File: src/hdl/uct_pkg.sv
// Shared types, codes and character class decode for the URI tokenizer.
// No dependencies; imported by uri_component_tokenizer_core.
`timescale 1ns / 1ps
`default_nettype none

package uct_pkg;

    localparam int CH_W      = 16;
    localparam int KIND_W    = 3;
    localparam int START_W   = 12;
    localparam int TLEN_W    = 13;
    localparam int SEG_W     = 12;
    localparam int STAT_W    = 2;
    localparam int ERR_W     = 13;

    localparam int MAX_LEN_DEF = 4096;
    localparam int MAX_RES     = 3;
    localparam int FIFO_DEPTH  = 8;
    localparam int PTR_W       = $clog2(FIFO_DEPTH);
    localparam int CNT_W       = $clog2(FIFO_DEPTH + 1);

    localparam logic [CH_W-1:0] CH_SLASH = 16'h002F;
    localparam logic [CH_W-1:0] CH_QMARK = 16'h003F;
    localparam logic [CH_W-1:0] CH_HASH  = 16'h0023;
    localparam logic [CH_W-1:0] CH_COLON = 16'h003A;

    typedef enum logic [KIND_W-1:0] {
        KIND_SCHEME = 3'd0,
        KIND_AUTH   = 3'd1,
        KIND_SEG    = 3'd2,
        KIND_QUERY  = 3'd3,
        KIND_FRAG   = 3'd4,
        KIND_PATH   = 3'd5,
        KIND_STATUS = 3'd6
    } kind_t;

    typedef enum logic [STAT_W-1:0] {
        STAT_OK    = 2'd0,
        STAT_BAD   = 2'd1,
        STAT_EMPTY = 2'd2
    } status_t;

    typedef enum logic [9:0] {
        ST_NONE       = 10'b00_0000_0001,
        ST_NONE_SLASH = 10'b00_0000_0010,
        ST_AMBIG      = 10'b00_0000_0100,
        ST_POSTSCHEME = 10'b00_0000_1000,
        ST_POST_SLASH = 10'b00_0001_0000,
        ST_AUTH       = 10'b00_0010_0000,
        ST_PATH       = 10'b00_0100_0000,
        ST_QUERY      = 10'b00_1000_0000,
        ST_FRAG       = 10'b01_0000_0000,
        ST_DROP       = 10'b10_0000_0000
    } state_t;

    typedef struct packed {
        kind_t               kind;
        logic [START_W-1:0]  tok_start;
        logic [TLEN_W-1:0]   tok_len;
        logic [SEG_W-1:0]    seg_num;
        status_t             status;
        logic [ERR_W-1:0]    error_pos;
        logic                last;
    } result_t;

    function automatic logic is_alpha(input logic [CH_W-1:0] c);
        return ((c >= 16'h0061) && (c <= 16'h007A)) || ((c >= 16'h0041) && (c <= 16'h005A));
    endfunction

    function automatic logic is_digit(input logic [CH_W-1:0] c);
        return (c >= 16'h0030) && (c <= 16'h0039);
    endfunction

    function automatic logic is_scheme_more(input logic [CH_W-1:0] c);
        return is_alpha(c) || is_digit(c) ||
               (c == 16'h002B) || (c == 16'h002D) || (c == 16'h002E);
    endfunction

    // Unreserved marks, sub-delimiters and the extra path marks.
    function automatic logic is_path_mark(input logic [CH_W-1:0] c);
        logic hit;
        case (c)
            16'h002D, 16'h002E, 16'h005F, 16'h007E,
            16'h0021, 16'h0024, 16'h0026, 16'h0027, 16'h0028, 16'h0029,
            16'h002A, 16'h002B, 16'h002C, 16'h003B, 16'h003D,
            16'h003A, 16'h0040, 16'h0025, 16'h007B, 16'h007D,
            16'h003C, 16'h003E, 16'h005E: hit = 1'b1;
            default: hit = 1'b0;
        endcase
        return hit;
    endfunction

    function automatic logic is_path_char(input logic [CH_W-1:0] c);
        return is_alpha(c) || is_digit(c) || is_path_mark(c);
    endfunction

    function automatic result_t mk_token(input kind_t k,
                                         input logic [START_W-1:0] s,
                                         input logic [TLEN_W-1:0] l,
                                         input logic [SEG_W-1:0] seg);
        result_t r;
        r           = '0;
        r.kind      = k;
        r.tok_start = s;
        r.tok_len   = l;
        r.seg_num   = seg;
        r.status    = STAT_OK;
        return r;
    endfunction

    function automatic result_t mk_status(input status_t st, input logic [ERR_W-1:0] err);
        result_t r;
        r           = '0;
        r.kind      = KIND_STATUS;
        r.status    = st;
        r.error_pos = err;
        r.last      = 1'b1;
        return r;
    endfunction

endpackage

`default_nettype wire

File: src/hdl/uri_component_tokenizer_core.sv
// URI component tokenizer: character decode, parse state and result queue.
// Depends on uct_pkg for types, codes and character classes.
`timescale 1ns / 1ps
`default_nettype none

// Takes a URI one 16-bit character beat per cycle while item_ready is high,
// closed by an end beat (is_end high). Each character beat is decoded and
// the parse state updated in the cycle it is accepted. A beat raises up to
// three result beats (token, full path, status on an end beat). They land
// in an 8-entry result queue at the accepting edge and move one per cycle,
// while the output register is free or being read, into that register,
// so the first result of a beat passes the queue and then the output
// register. Results leave one per cycle while res_ready is high. item_ready
// drops only while the queue has fewer than three free entries, which
// happens when results are taken slower than they are raised. After a syntax
// error the status beat is sent at once and the rest of the string,
// including its end beat, is swallowed without results. Strings longer
// than MAX_LEN characters fail at the first character past the limit.
module uri_component_tokenizer_core
    import uct_pkg::*;
#(
    parameter int MAX_LEN = MAX_LEN_DEF
) (
    input  wire                 clk,
    input  wire                 rst_n,
    input  wire                 item_valid,
    output logic                item_ready,
    input  wire  [CH_W-1:0]     ch,
    input  wire                 is_end,
    output logic                res_valid,
    input  wire                 res_ready,
    output logic [KIND_W-1:0]   kind,
    output logic [START_W-1:0]  tok_start,
    output logic [TLEN_W-1:0]   tok_len,
    output logic [SEG_W-1:0]    seg_num,
    output logic [STAT_W-1:0]   status,
    output logic [ERR_W-1:0]    error_pos,
    output logic                last
);

    // Positions, offsets and lengths never exceed MAX_LEN inside the block.
    localparam int POS_W = $clog2(MAX_LEN + 1);
    localparam logic [POS_W-1:0] MAX_POS = POS_W'(MAX_LEN);
    localparam logic [CNT_W-1:0] READY_LIMIT = CNT_W'(FIFO_DEPTH - MAX_RES);

    // Parse state
    state_t             state_reg, state_next;
    logic [POS_W-1:0]   pos_reg, pos_next;
    logic [POS_W-1:0]   tstart_reg, tstart_next;
    logic [POS_W-1:0]   tlen_reg, tlen_next;
    logic [SEG_W-1:0]   segcnt_reg, segcnt_next;
    logic [POS_W-1:0]   pstart_reg, pstart_next;
    logic [POS_W-1:0]   plen_reg, plen_next;

    // Result queue
    result_t            fifo_mem [FIFO_DEPTH];
    logic [PTR_W-1:0]   wr_ptr_reg, wr_ptr_next;
    logic [PTR_W-1:0]   rd_ptr_reg, rd_ptr_next;
    logic [CNT_W-1:0]   count_reg, count_next;

    // Output register
    result_t            head_reg;
    logic               head_valid_reg, head_valid_next;
    logic               load_head;

    // Per-beat decode
    result_t            res [MAX_RES];
    logic [1:0]         n_res;
    logic               item_acc;
    logic               res_acc;
    logic               use_pc;
    logic               close_extra;
    logic               do_close;
    state_t             pc_state;
    logic [POS_W-1:0]   pc_start;
    logic [POS_W-1:0]   pc_len;
    logic [POS_W-1:0]   fin_pstart;
    logic [POS_W-1:0]   fin_plen;

    assign item_ready = (count_reg <= READY_LIMIT);
    assign item_acc   = item_valid && item_ready;
    assign res_valid  = head_valid_reg;
    assign res_acc    = res_valid && res_ready;
    // Advance the queue head into the output register when it is free or leaving.
    assign load_head  = (count_reg != '0) && (!head_valid_reg || res_ready);

    // Character and end beat decode: one state transition per beat.
    always_comb
    begin
        state_next  = state_reg;
        pos_next    = pos_reg;
        tstart_next = tstart_reg;
        tlen_next   = tlen_reg;
        segcnt_next = segcnt_reg;
        pstart_next = pstart_reg;
        plen_next   = plen_reg;
        for (int i = 0; i < MAX_RES; i++)
        begin
            res[i] = '0;
        end
        n_res       = 2'd0;
        use_pc      = 1'b0;
        close_extra = 1'b0;
        do_close    = 1'b0;
        pc_state    = ST_PATH;
        pc_start    = tstart_reg;
        pc_len      = tlen_reg;
        fin_pstart  = pstart_reg;
        fin_plen    = plen_reg;

        if (is_end)
        begin
            // Close the open token, then full path, then status.
            case (state_reg)
                ST_DROP:
                begin
                end
                ST_NONE:
                begin
                    res[n_res] = mk_status(STAT_EMPTY, '0);
                    n_res      = n_res + 2'd1;
                end
                ST_AMBIG, ST_PATH:
                begin
                    if (segcnt_reg == '0)
                    begin
                        fin_pstart = tstart_reg;
                        if (tlen_reg != '0)
                        begin
                            res[n_res] = mk_token(KIND_SEG, START_W'(tstart_reg),
                                                  TLEN_W'(tlen_reg), '0);
                            n_res      = n_res + 2'd1;
                        end
                    end
                    else
                    begin
                        res[n_res] = mk_token(KIND_SEG, START_W'(tstart_reg),
                                              TLEN_W'(tlen_reg), segcnt_reg);
                        n_res      = n_res + 2'd1;
                    end
                    fin_plen = plen_reg + tlen_reg;
                end
                ST_POSTSCHEME:
                begin
                    res[n_res] = mk_token(KIND_SCHEME, START_W'(tstart_reg),
                                          TLEN_W'(tlen_reg), '0);
                    n_res      = n_res + 2'd1;
                end
                ST_AUTH:
                begin
                    res[n_res] = mk_token(KIND_AUTH, START_W'(tstart_reg),
                                          TLEN_W'(tlen_reg), '0);
                    n_res      = n_res + 2'd1;
                end
                ST_QUERY:
                begin
                    res[n_res] = mk_token(KIND_QUERY, START_W'(tstart_reg),
                                          TLEN_W'(tlen_reg), '0);
                    n_res      = n_res + 2'd1;
                end
                ST_FRAG:
                begin
                    res[n_res] = mk_token(KIND_FRAG, START_W'(tstart_reg),
                                          TLEN_W'(tlen_reg), '0);
                    n_res      = n_res + 2'd1;
                end
                default:
                begin
                end
            endcase
            if ((state_reg != ST_DROP) && (state_reg != ST_NONE))
            begin
                if (fin_plen != '0)
                begin
                    res[n_res] = mk_token(KIND_PATH, START_W'(fin_pstart),
                                          TLEN_W'(fin_plen), '0);
                    n_res      = n_res + 2'd1;
                end
                res[n_res] = mk_status(STAT_OK, '0);
                n_res      = n_res + 2'd1;
            end
            // Start a new string.
            state_next  = ST_NONE;
            pos_next    = '0;
            tstart_next = '0;
            tlen_next   = '0;
            segcnt_next = '0;
            pstart_next = '0;
            plen_next   = '0;
        end
        else if (state_reg != ST_DROP)
        begin
            if (pos_reg >= MAX_POS)
            begin
                state_next = ST_DROP;
                res[0]     = mk_status(STAT_BAD, ERR_W'(pos_reg));
                n_res      = 2'd1;
            end
            else
            begin
                pos_next = pos_reg + POS_W'(1);
                case (state_reg)
                    ST_NONE:
                    begin
                        if (ch == CH_SLASH)
                        begin
                            state_next = ST_NONE_SLASH;
                        end
                        else if (is_path_char(ch))
                        begin
                            tstart_next = pos_reg;
                            tlen_next   = POS_W'(1);
                            state_next  = is_alpha(ch) ? ST_AMBIG : ST_PATH;
                        end
                        else
                        begin
                            state_next = ST_DROP;
                            res[0]     = mk_status(STAT_BAD, ERR_W'(pos_reg));
                            n_res      = 2'd1;
                        end
                    end
                    ST_NONE_SLASH, ST_POST_SLASH:
                    begin
                        if (ch == CH_SLASH)
                        begin
                            tstart_next = pos_next;
                            tlen_next   = '0;
                            state_next  = ST_AUTH;
                        end
                        else
                        begin
                            use_pc   = 1'b1;
                            pc_state = ST_PATH;
                            pc_start = pos_reg;
                            pc_len   = '0;
                        end
                    end
                    ST_AMBIG:
                    begin
                        if (ch == CH_COLON)
                        begin
                            res[0]     = mk_token(KIND_SCHEME, START_W'(tstart_reg),
                                                  TLEN_W'(tlen_reg), '0);
                            n_res      = 2'd1;
                            state_next = ST_POSTSCHEME;
                        end
                        else
                        begin
                            use_pc   = 1'b1;
                            pc_state = ST_AMBIG;
                        end
                    end
                    ST_POSTSCHEME:
                    begin
                        if (ch == CH_SLASH)
                        begin
                            state_next = ST_POST_SLASH;
                        end
                        else if ((ch == CH_QMARK) || (ch == CH_HASH))
                        begin
                            tstart_next = pos_next;
                            tlen_next   = '0;
                            state_next  = (ch == CH_QMARK) ? ST_QUERY : ST_FRAG;
                        end
                        else if (is_path_char(ch))
                        begin
                            tstart_next = pos_reg;
                            tlen_next   = POS_W'(1);
                            state_next  = ST_PATH;
                        end
                        else
                        begin
                            state_next = ST_DROP;
                            res[0]     = mk_status(STAT_BAD, ERR_W'(pos_reg));
                            n_res      = 2'd1;
                        end
                    end
                    ST_AUTH:
                    begin
                        if ((ch == CH_SLASH) || (ch == CH_QMARK) || (ch == CH_HASH))
                        begin
                            res[0]      = mk_token(KIND_AUTH, START_W'(tstart_reg),
                                                   TLEN_W'(tlen_reg), '0);
                            n_res       = 2'd1;
                            tstart_next = pos_next;
                            tlen_next   = '0;
                            if (ch == CH_SLASH)
                            begin
                                state_next = ST_PATH;
                            end
                            else if (ch == CH_QMARK)
                            begin
                                state_next = ST_QUERY;
                            end
                            else
                            begin
                                state_next = ST_FRAG;
                            end
                        end
                        else
                        begin
                            tlen_next = tlen_reg + POS_W'(1);
                        end
                    end
                    ST_PATH:
                    begin
                        use_pc   = 1'b1;
                        pc_state = ST_PATH;
                    end
                    ST_QUERY:
                    begin
                        if (ch == CH_HASH)
                        begin
                            res[0]      = mk_token(KIND_QUERY, START_W'(tstart_reg),
                                                   TLEN_W'(tlen_reg), '0);
                            n_res       = 2'd1;
                            tstart_next = pos_next;
                            tlen_next   = '0;
                            state_next  = ST_FRAG;
                        end
                        else
                        begin
                            tlen_next = tlen_reg + POS_W'(1);
                        end
                    end
                    ST_FRAG:
                    begin
                        tlen_next = tlen_reg + POS_W'(1);
                    end
                    default:
                    begin
                        state_next = ST_DROP;
                    end
                endcase

                // Segment character handling, shared by leading text and path.
                if (use_pc)
                begin
                    if (ch == CH_SLASH)
                    begin
                        do_close    = 1'b1;
                        close_extra = 1'b1;
                        state_next  = ST_PATH;
                    end
                    else if (is_path_char(ch))
                    begin
                        tstart_next = pc_start;
                        tlen_next   = pc_len + POS_W'(1);
                        state_next  = ((pc_state == ST_AMBIG) && is_scheme_more(ch)) ?
                                      ST_AMBIG : ST_PATH;
                    end
                    else if ((ch == CH_QMARK) || (ch == CH_HASH))
                    begin
                        do_close   = 1'b1;
                        state_next = (ch == CH_QMARK) ? ST_QUERY : ST_FRAG;
                    end
                    else
                    begin
                        state_next = ST_DROP;
                        res[0]     = mk_status(STAT_BAD, ERR_W'(pos_reg));
                        n_res      = 2'd1;
                    end
                    if (do_close)
                    begin
                        if (segcnt_reg == '0)
                        begin
                            pstart_next = pc_start;
                        end
                        plen_next   = plen_reg + pc_len + {{(POS_W-1){1'b0}}, close_extra};
                        res[0]      = mk_token(KIND_SEG, START_W'(pc_start),
                                               TLEN_W'(pc_len), segcnt_reg);
                        n_res       = 2'd1;
                        segcnt_next = segcnt_reg + SEG_W'(1);
                        tstart_next = pos_next;
                        tlen_next   = '0;
                    end
                end
            end
        end
    end

    // Queue pointers: push up to three beats, move one to the output register.
    always_comb
    begin
        wr_ptr_next     = wr_ptr_reg;
        rd_ptr_next     = rd_ptr_reg;
        count_next      = count_reg;
        head_valid_next = head_valid_reg;
        if (item_acc)
        begin
            wr_ptr_next = wr_ptr_reg + PTR_W'(n_res);
            count_next  = count_next + CNT_W'(n_res);
        end
        if (load_head)
        begin
            rd_ptr_next = rd_ptr_reg + PTR_W'(1);
            count_next  = count_next - CNT_W'(1);
        end
        if (load_head)
        begin
            head_valid_next = 1'b1;
        end
        else if (res_acc)
        begin
            head_valid_next = 1'b0;
        end
    end

    always_ff @(posedge clk or negedge rst_n)
    begin
        if (!rst_n)
        begin
            state_reg      <= ST_NONE;
            pos_reg        <= '0;
            tstart_reg     <= '0;
            tlen_reg       <= '0;
            segcnt_reg     <= '0;
            pstart_reg     <= '0;
            plen_reg       <= '0;
            wr_ptr_reg     <= '0;
            rd_ptr_reg     <= '0;
            count_reg      <= '0;
            head_valid_reg <= 1'b0;
        end
        else
        begin
            if (item_acc)
            begin
                state_reg  <= state_next;
                pos_reg    <= pos_next;
                tstart_reg <= tstart_next;
                tlen_reg   <= tlen_next;
                segcnt_reg <= segcnt_next;
                pstart_reg <= pstart_next;
                plen_reg   <= plen_next;
            end
            wr_ptr_reg     <= wr_ptr_next;
            rd_ptr_reg     <= rd_ptr_next;
            count_reg      <= count_next;
            head_valid_reg <= head_valid_next;
        end
    end

    // Result storage and output register: hold payload only, no reset needed.
    always_ff @(posedge clk)
    begin
        if (item_acc)
        begin
            for (int i = 0; i < MAX_RES; i++)
            begin
                if (2'(i) < n_res)
                begin
                    fifo_mem[wr_ptr_reg + PTR_W'(i)] <= res[i];
                end
            end
        end
        if (load_head)
        begin
            head_reg <= fifo_mem[rd_ptr_reg];
        end
    end

    assign kind      = head_reg.kind;
    assign tok_start = head_reg.tok_start;
    assign tok_len   = head_reg.tok_len;
    assign seg_num   = head_reg.seg_num;
    assign status    = head_reg.status;
    assign error_pos = head_reg.error_pos;
    assign last      = head_reg.last;

`ifndef SYNTH
    a_count_bound: assert property (@(posedge clk) disable iff (!rst_n)
        count_reg <= CNT_W'(FIFO_DEPTH))
        else $error("result queue count exceeds depth");

    a_end_restarts: assert property (@(posedge clk) disable iff (!rst_n)
        item_acc && is_end |=> (state_reg == ST_NONE) && (pos_reg == '0))
        else $error("end beat did not restart the string");

    a_error_drops: assert property (@(posedge clk) disable iff (!rst_n)
        item_acc && !is_end && (n_res != 2'd0) && (res[0].kind == KIND_STATUS)
        |=> (state_reg == ST_DROP))
        else $error("syntax error did not enter drop");

    a_drop_silent: assert property (@(posedge clk) disable iff (!rst_n)
        item_acc && (state_reg == ST_DROP) |-> (n_res == 2'd0))
        else $error("dropped string raised a result");

    a_status_last: assert property (@(posedge clk) disable iff (!rst_n)
        res_valid |-> (last == (kind == KIND_STATUS)))
        else $error("last flag does not match status kind");
`endif

endmodule

`default_nettype wire

File: config.mk
export PLATFORM = sky130hd
export DESIGN_NAME = uri_component_tokenizer_core
export DESIGN_NICKNAME = d
export VERILOG_FILES = /design/src/hdl/uct_pkg.sv /design/src/hdl/uri_component_tokenizer_core.sv
export SDC_FILE = /design/constraint.sdc
export NUM_CORES = 1
export LEC_CHECK = 0
export BUFFER_PORTS_ARGS = -buffer_cell sky130_fd_sc_hd__buf_2
export CAP_MARGIN = 5
export CORE_UTILIZATION = 35
export CTS_CLUSTER_DIAMETER = 40
export CTS_CLUSTER_SIZE = 25
export DETAILED_ROUTE_END_ITERATION = 8
export PLACE_DENSITY = 0.49
export SYNTH_ARGS = -nofsm -noshare
export SYNTH_HDL_FRONTEND = slang
export SYNTH_SLANG_ARGS = --single-unit
File: constraint.sdc
create_clock -name clk -period 16.01 [get_ports clk]
set_input_delay 4.0025 -clock clk [delete_from_list [all_inputs] [get_ports clk]]
set_output_delay 4.0025 -clock clk [all_outputs]
set_load 0.02 [all_outputs]
* After elaboration in Yosys (flattened, before gate mapping)
Memories as Yosys holds them, arrays and structs flattened. A register that Yosys moved wholly into a read port is not among the register bits.
Index checks and enable logic that the tools add are counted.
W data, S select, Z words.
** Word-level totals
- ROM bits :: 0
- Memory bits (writable) :: 448
- Logic and storage cells :: 324
- Register bits :: 97
- Bits in latches :: 0
- Memories kept :: 1
- Output and inout port bits :: 58
** Memory list
- fifo_mem :: words 8, width 56, read ports 1, clocked after Yosys merged registers in 1, write ports 3, RTL line uri_component_tokenizer_core.sv:56 : result_t fifo_mem [FIFO_DEPTH];
** Cells by class
- Reduce and logical (&&, ||, !) cells :: 41
- Muxes and demuxes :: 192
- Add/subtract/negate cells :: 15
- Order comparisons :: 15
- Equal/unequal tests :: 44
- Bitwise operators :: 5
- Divide/modulo/power cells :: 0
- Shift-type cells :: 0
- Multiply operators :: 0
** Operator list (number)
- $mux W56 :: 17
- $mux W168 :: 4
- $mux W13 :: 47
- $pmux W56 S6 :: 1
- $eq A16 B6 Y1 const B :: 20
- $pmux W56 S5 :: 1
- $demux W56 S2 :: 2
- $mux W10 :: 19
- $bwmux W168 :: 1
- $mux W12 :: 14
- $and A159 B159 Y159 :: 1
- $not A159 Y159 :: 1
- $mux W112 :: 1
- $mux W55 :: 2
- $eq A16 B7 Y1 const B :: 6
- $pmux W13 S6 :: 1
- $pmux W10 S7 :: 1
- $pmux W13 S5 :: 1
- $mux W54 :: 1
- $mux W1 :: 53
- $mux W53 :: 1
- $add A13 B1 Y13 const B :: 3
- $ge A16 B7 Y1 const B :: 2
- $le A16 B7 Y1 const B :: 2
- other kinds (54) :: 110

* Depth between registers and ports, before layout
- Depth in word-level cells :: 26
- Gate-level depth with buffers :: 23

* Least setup slack after synthesis
OpenSTA, ideal clock, no wires.
- Kind :: input -> register
- From :: input ch[2]
- To :: memory fifo_mem[0][0] in the netlist's numbering, enable pin
- Path slack :: 3.565 ns
- Arrival :: 11.822 ns
- Stages :: 10
- Required time :: 15.387 ns
- Path buffers :: 1
- Cells stage by stage :: or3_1 clkbuf_1 nor3_1 a311oi_1 a2111oi_4 nor2_1 o2111a_1 nor3_2 o21ai_1 o41ai_1
** RTL lines
- start: declaration :: RTL line uri_component_tokenizer_core.sv:28 : input wire [CH_W-1:0] ch,
- end: declaration :: RTL line uri_component_tokenizer_core.sv:56

* Worst setup path in the final report
- From :: input ch[9]
- To :: register count_reg[3]
** Between the ends
- Word-level cells in the longest chain between the ends :: 26
- Elaborated cells between the ends (all ways) :: 94
** Ends and longest elaborated chain
- $eq A16 B6 Y1 (tied with other cells) :: RTL line uct_pkg.sv:82, uri_component_tokenizer_core.sv:240
- $reduce_or A23 Y1 :: RTL line uct_pkg.sv:82 : case (c)
- $mux W1 :: RTL line uct_pkg.sv:82
- $mux W1 :: RTL line uri_component_tokenizer_core.sv:259 : else if ((ch == CH_QMARK) || (ch == CH_HASH))
- $mux W1 :: RTL line uri_component_tokenizer_core.sv:255 : if (ch == CH_SLASH)
- $mux W1 :: RTL line uri_component_tokenizer_core.sv:202 : case (state_reg)
- $mux W1 :: RTL line uri_component_tokenizer_core.sv:193 : if (pos_reg >= MAX_POS)
- $mux W1 :: RTL line uri_component_tokenizer_core.sv:191 : else if (state_reg != ST_DROP)
- (+11 left out)
- $mux W2 * :: RTL line uri_component_tokenizer_core.sv:193
- $mux W2 * :: RTL line uri_component_tokenizer_core.sv:191
- $mux W2 * :: RTL line uri_component_tokenizer_core.sv:111 : if (is_end)
- $add A4 B2 Y4 * :: RTL line uri_component_tokenizer_core.sv:392 : count_next = count_next + CNT_W'(n_res);
- $mux W4 * :: RTL line uri_component_tokenizer_core.sv:389 : if (item_acc)
- $sub A4 B1 Y4 :: RTL line uri_component_tokenizer_core.sv:397 : count_next = count_next - CNT_W'(1);
- $mux W4 * :: RTL line uri_component_tokenizer_core.sv:394 : if (load_head)
- via count_next[3] :: RTL line uri_component_tokenizer_core.sv:59 : logic [CNT_W-1:0] count_reg, count_next;
- end signal: assignment :: RTL line uri_component_tokenizer_core.sv:439 : count_reg <= count_next;
- end: declaration :: RTL line uri_component_tokenizer_core.sv:59
Mark *: on every way through the listed nets, which the timed path passes. The rest lies on a longest branch. The select of a mux whose other input is x is not followed.
A chain may end at the register's enable or synchronous reset.

==> flow_summary.rst <==
.. list-table::
   :header-rows: 1

   * - Metric
     - Value
   * - Fraction of the yosys area taken by sequential cells
     - 0.548
   * - First-pass GRT wire length
     - 152,000 um
   * - Endpoint, Worst Hold
     - pstart_reg[9]$_DFFE_PN0P_
   * - Cell Pwr Density
     - 160 mW/mm2
   * - Most instantiated flip-flop cell in the synthesis netlist
     - sky130_fd_sc_hd__edfxtp_1
   * - DRC violation count after routing
     - 0
   * - DR WL/cell
     - 26.1 um
   * - Antenna violations before repair
     - 3
   * - Number of levels in the clock H-tree
     - 3
   * - Syn_area_per_cell
     - 12.2 um2
   * - Residual overflow from global routing
     - 0
   * - Final net count
     - 2,713
   * - Combined buffer and inverter count along the critical path
     - 1
   * - Hold path startpoint
     - pstart_reg[9]$_DFFE_PN0P_
   * - Maximum single-stage delay on the critical path
     - 0.83 ns
   * - Vias in the first global route
     - 23,200
   * - Cell Area, Synth
     - 0.0320 mm2
   * - Worst Setup Path Type
     - input pin to flip-flop
   * - Row cnt
     - 110
   * - Max Transition Viols Final
     - 0
   * - Peak supply drop
     - 108 uV
   * - Crit path max-delay cell type
     - sky130_fd_sc_hd__a21oi_2
   * - Overall power
     - 5.99 mW
   * - TritonCTS clock tree
     - done
   * - Setup repair after global routing missed its margin
     - false
   * - Post-cts gate resize count
     - 0
   * - Maximum clock skew at final layout
     - 0.0385 ns
   * - Cts hold-fix bufs
     - 0
   * - Gate family responsible for the most delay along the worst path
     - simple AND/OR/NAND/NOR gates
   * - Hold slack final
     - 0.473 ns
   * - Setup TNS after final layout
     - 0 ns
   * - CTS root buffer
     - sky130_fd_sc_hd__clkbuf_16
   * - Reg2reg end
     - fifo_mem[3][51]$_SDFFCE_PP0P_
   * - Share of post-route cells with drive strength above 1
     - 0.209
   * - Die Area
     - 0.0926 mm2
   * - R2R depth
     - 19
   * - Mapped Nets
     - 2,692
   * - Leakage power total
     - 12.4 nW
   * - Critical path arrival
     - 8.85 ns
   * - Result of the run
     - finished, final reports clean
   * - Final Instance Count excl. Fillers
     - 3,916
   * - Class of the most critical hold timing path
     - flip-flop to flip-flop
   * - Largest area contributor in the synthesized netlist
     - sky130_fd_sc_hd__edfxtp_1
   * - Gate count of the mapped netlist
     - 2,627
   * - HPWL after detailed placement
     - 65,000 um
   * - Synth top area cells
     - sky130_fd_sc_hd__edfxtp_1 (47%), sky130_fd_sc_hd__mux4_2 (7.9%), sky130_fd_sc_hd__dfrtp_1 (7.4%)
   * - Clock-pin slew of the registers on the worst-case setup and hold paths
     - 0.05 ns
   * - Synth-to-Final Area Change
     - 17.0%
   * - Cell with the most instances after synthesis
     - sky130_fd_sc_hd__edfxtp_1
   * - Drt pass-1 iters
     - 6
   * - Max-cap violations
     - 0
   * - Worst-Skew Late Latency
     - 0.68 ns
   * - Worst relative slew slack
     - 0.0368
   * - Timing startpoint of the critical path
     - ch[9]
   * - Count of input and output buffers
     - 78
   * - Aggregate global-route resource usage
     - 0.217
   * - Total core area
     - 0.0903 mm2
   * - Number of clock sinks
     - 600
   * - Count of final setup violators
     - 0
   * - Initial core utilization
     - 0.354
   * - Reg2reg setup slack
     - 8.37 ns
   * - Flop and latch count out of synthesis
     - 600
   * - Total wirelength of the detailed-routed design
     - 102,000 um
   * - Number of stages on the worst hold path
     - 2
   * - Register ranked first by flip-flop count
     - fifo_mem
   * - Die width
     - 304 um
   * - Slew @ Worst Pin
     - 1.40 ns
   * - Required time at the endpoint of the critical path
     - 16.56 ns
   * - Remaining antenna violation count after routing
     - 0
   * - Min Tclk post-route
     - 8.30 ns
   * - Number of endpoints with negative hold slack in the final report
     - 0
   * - Top-level port count
     - 79
   * - Post-Place Worst Slack
     - 7.15 ns
   * - Total CTS buffers
     - 105
   * - Max Freq
     - 0.121 GHz
   * - Number of DRC markers in iteration 0
     - 2,260
   * - List of most frequent post-synthesis cells
     - sky130_fd_sc_hd__edfxtp_1 (504), sky130_fd_sc_hd__o22ai_1 (195), sky130_fd_sc_hd__nor2_1 (183), sky130_fd_sc_hd__nand2_1 (169), sky130_fd_sc_hd__clkbuf_1 (162)
   * - Post-CTS setup repair buffer count
     - 0
   * - Number of enable-type register cells in the synthesized netlist
     - 504
   * - Worst reg2reg path startpoint
     - tlen_reg[0]$_DFFE_PN0P_
   * - Final period utilization
     - 0.518
   * - Kind of end point of the critical path
     - flip-flop
   * - Total number of vias
     - 23,400
   * - Number of instances in the placed design
     - 3,717
   * - Synth top area share
     - 0.473
   * - Buffer depth of the longest clock path
     - 3
   * - Maximum number of pins on one net before global-route repair
     - 90
   * - Max reg flops
     - 448
   * - Worst setup slack after layout
     - 7.71 ns
   * - Synthesis warning total
     - 0
   * - Peak fanout along the critical path
     - 16
   * - Height of the die
     - 304 um
   * - Vias/cell
     - 5.99
   * - Worst Setup Start Kind
     - input pin
   * - Post-synthesis async set-or-reset flop share
     - 0.160
   * - Synth unique cells
     - 89
   * - Ordered list of cells on the worst path
     - buf_2, nor4_1, nand4_1, a21oi_2, a21oi_1, o2111a_1, nor3_2, ha_1, fa_1, mux2i_1, nand3_1, nor3_1, mux2_2, a32oi_1, o21ai_0
   * - Final RePlAce weighted congestion
     - 0.933
-- final cells by class --
| cell class | instances | area, um2 |
|---|---|---|
| Antenna cell | 1 | 2.50 |
| Clock inverter | 84 | 1080 |
| Inverter | 30 | 113 |
| Tap cell | 1176 | 1470 |
| Clock buffer | 114 | 2730 |
| Fill cell | 8435 | 52900 |
| Sequential cell | 600 | 17500 |
| Timing Repair Buffer | 139 | 851 |
| Multi-Input combinational cell | 1772 | 13600 |
-- routing by layer --
metal,vias to the layer above,wire (um),share of wire,global-route usage
met2,1036,47000,0.46,0.346
met1,11700,44600,0.44,0.301
met4,2,2750,0.027,0.0718
li1,10400,-,-,-
met3,202,7560,0.074,0.0375
met5,-,20,0.00020,0
-- stage by stage --
step | area, um2 | utilization
finish | 37400 | 0.414
global route | 37400 | 0.414
CTS | 37400 | 0.414
detailed placement | 33600 | 0.372
global placement | 33600 | 0.372
floorplan | 32000 | -
-- cell usage in the layout (no fill, tap or decap), drive strengths merged, types with 18 or more instances in the layout --
cell      n
buf     139
o21ai   133
inv      41
ha       39
mux4    112
clkinv   38
nand2   169
a21oi    90
xnor2    30
nand3    51
nor3     81
a22oi    18
clkbuf  114
o22ai   195
nor3b    77
and3     19
a221oi   21
mux2     59
dfrtp    95
nor2    183
and2     95
nor4     39
a31oi    24
o31ai    27
a211oi   37
mux2i    41
edfxtp  504
bufinv   20
xor2     30
-- worst min-delay path: stages, from the launching register on --
cell,delay (ns)
sky130_fd_sc_hd__dfrtp_1,0.34
sky130_fd_sc_hd__nand2_1,0.05
sky130_fd_sc_hd__o31ai_1,0.05
-- cell families after synthesis --
| kind of cell | Yosys count | synth area share |
|---|---|---|
| and+or+nand+nor | 795 | 0.135 |
| AOI/OAI and AO/OA | 661 | 0.137 |
| DFF | 600 | 0.548 |
| buffers and inverters | 255 | 0.0328 |
| muxes | 212 | 0.112 |
| xor gates and xnor gates | 60 | 0.0164 |
| adders and majority gates | 44 | 0.0184 |
-- power by group --
group	total, mW	switching [mW]	leakage [nW]	internal (mW)
registers	2.06	0.172	5.74	1.89
logic	1.54	0.912	4.87	0.625
clock network	2.40	0.833	1.81	1.56
total	5.99	1.92	12.4	4.08
-- worst max path at each step --
stage / end / slack, ns / cells after the start
floorplan: fifo_mem[0][0]$_DFFE_PP_ / 3.57 / 10
global placement: fifo_mem[3][51]$_SDFFCE_PP0P_ / 7.30 / 13
detailed placement: count_reg[3]$_DFF_PN0_ / 7.15 / 15
CTS: count_reg[3]$_DFF_PN0_ / 7.81 / 15
global route: fifo_mem[3][51]$_SDFFCE_PP0P_ / 7.37 / 13
finish: count_reg[3]$_DFF_PN0_ / 7.71 / 15
No activity file was read; power rests on OpenSTA's default activity.
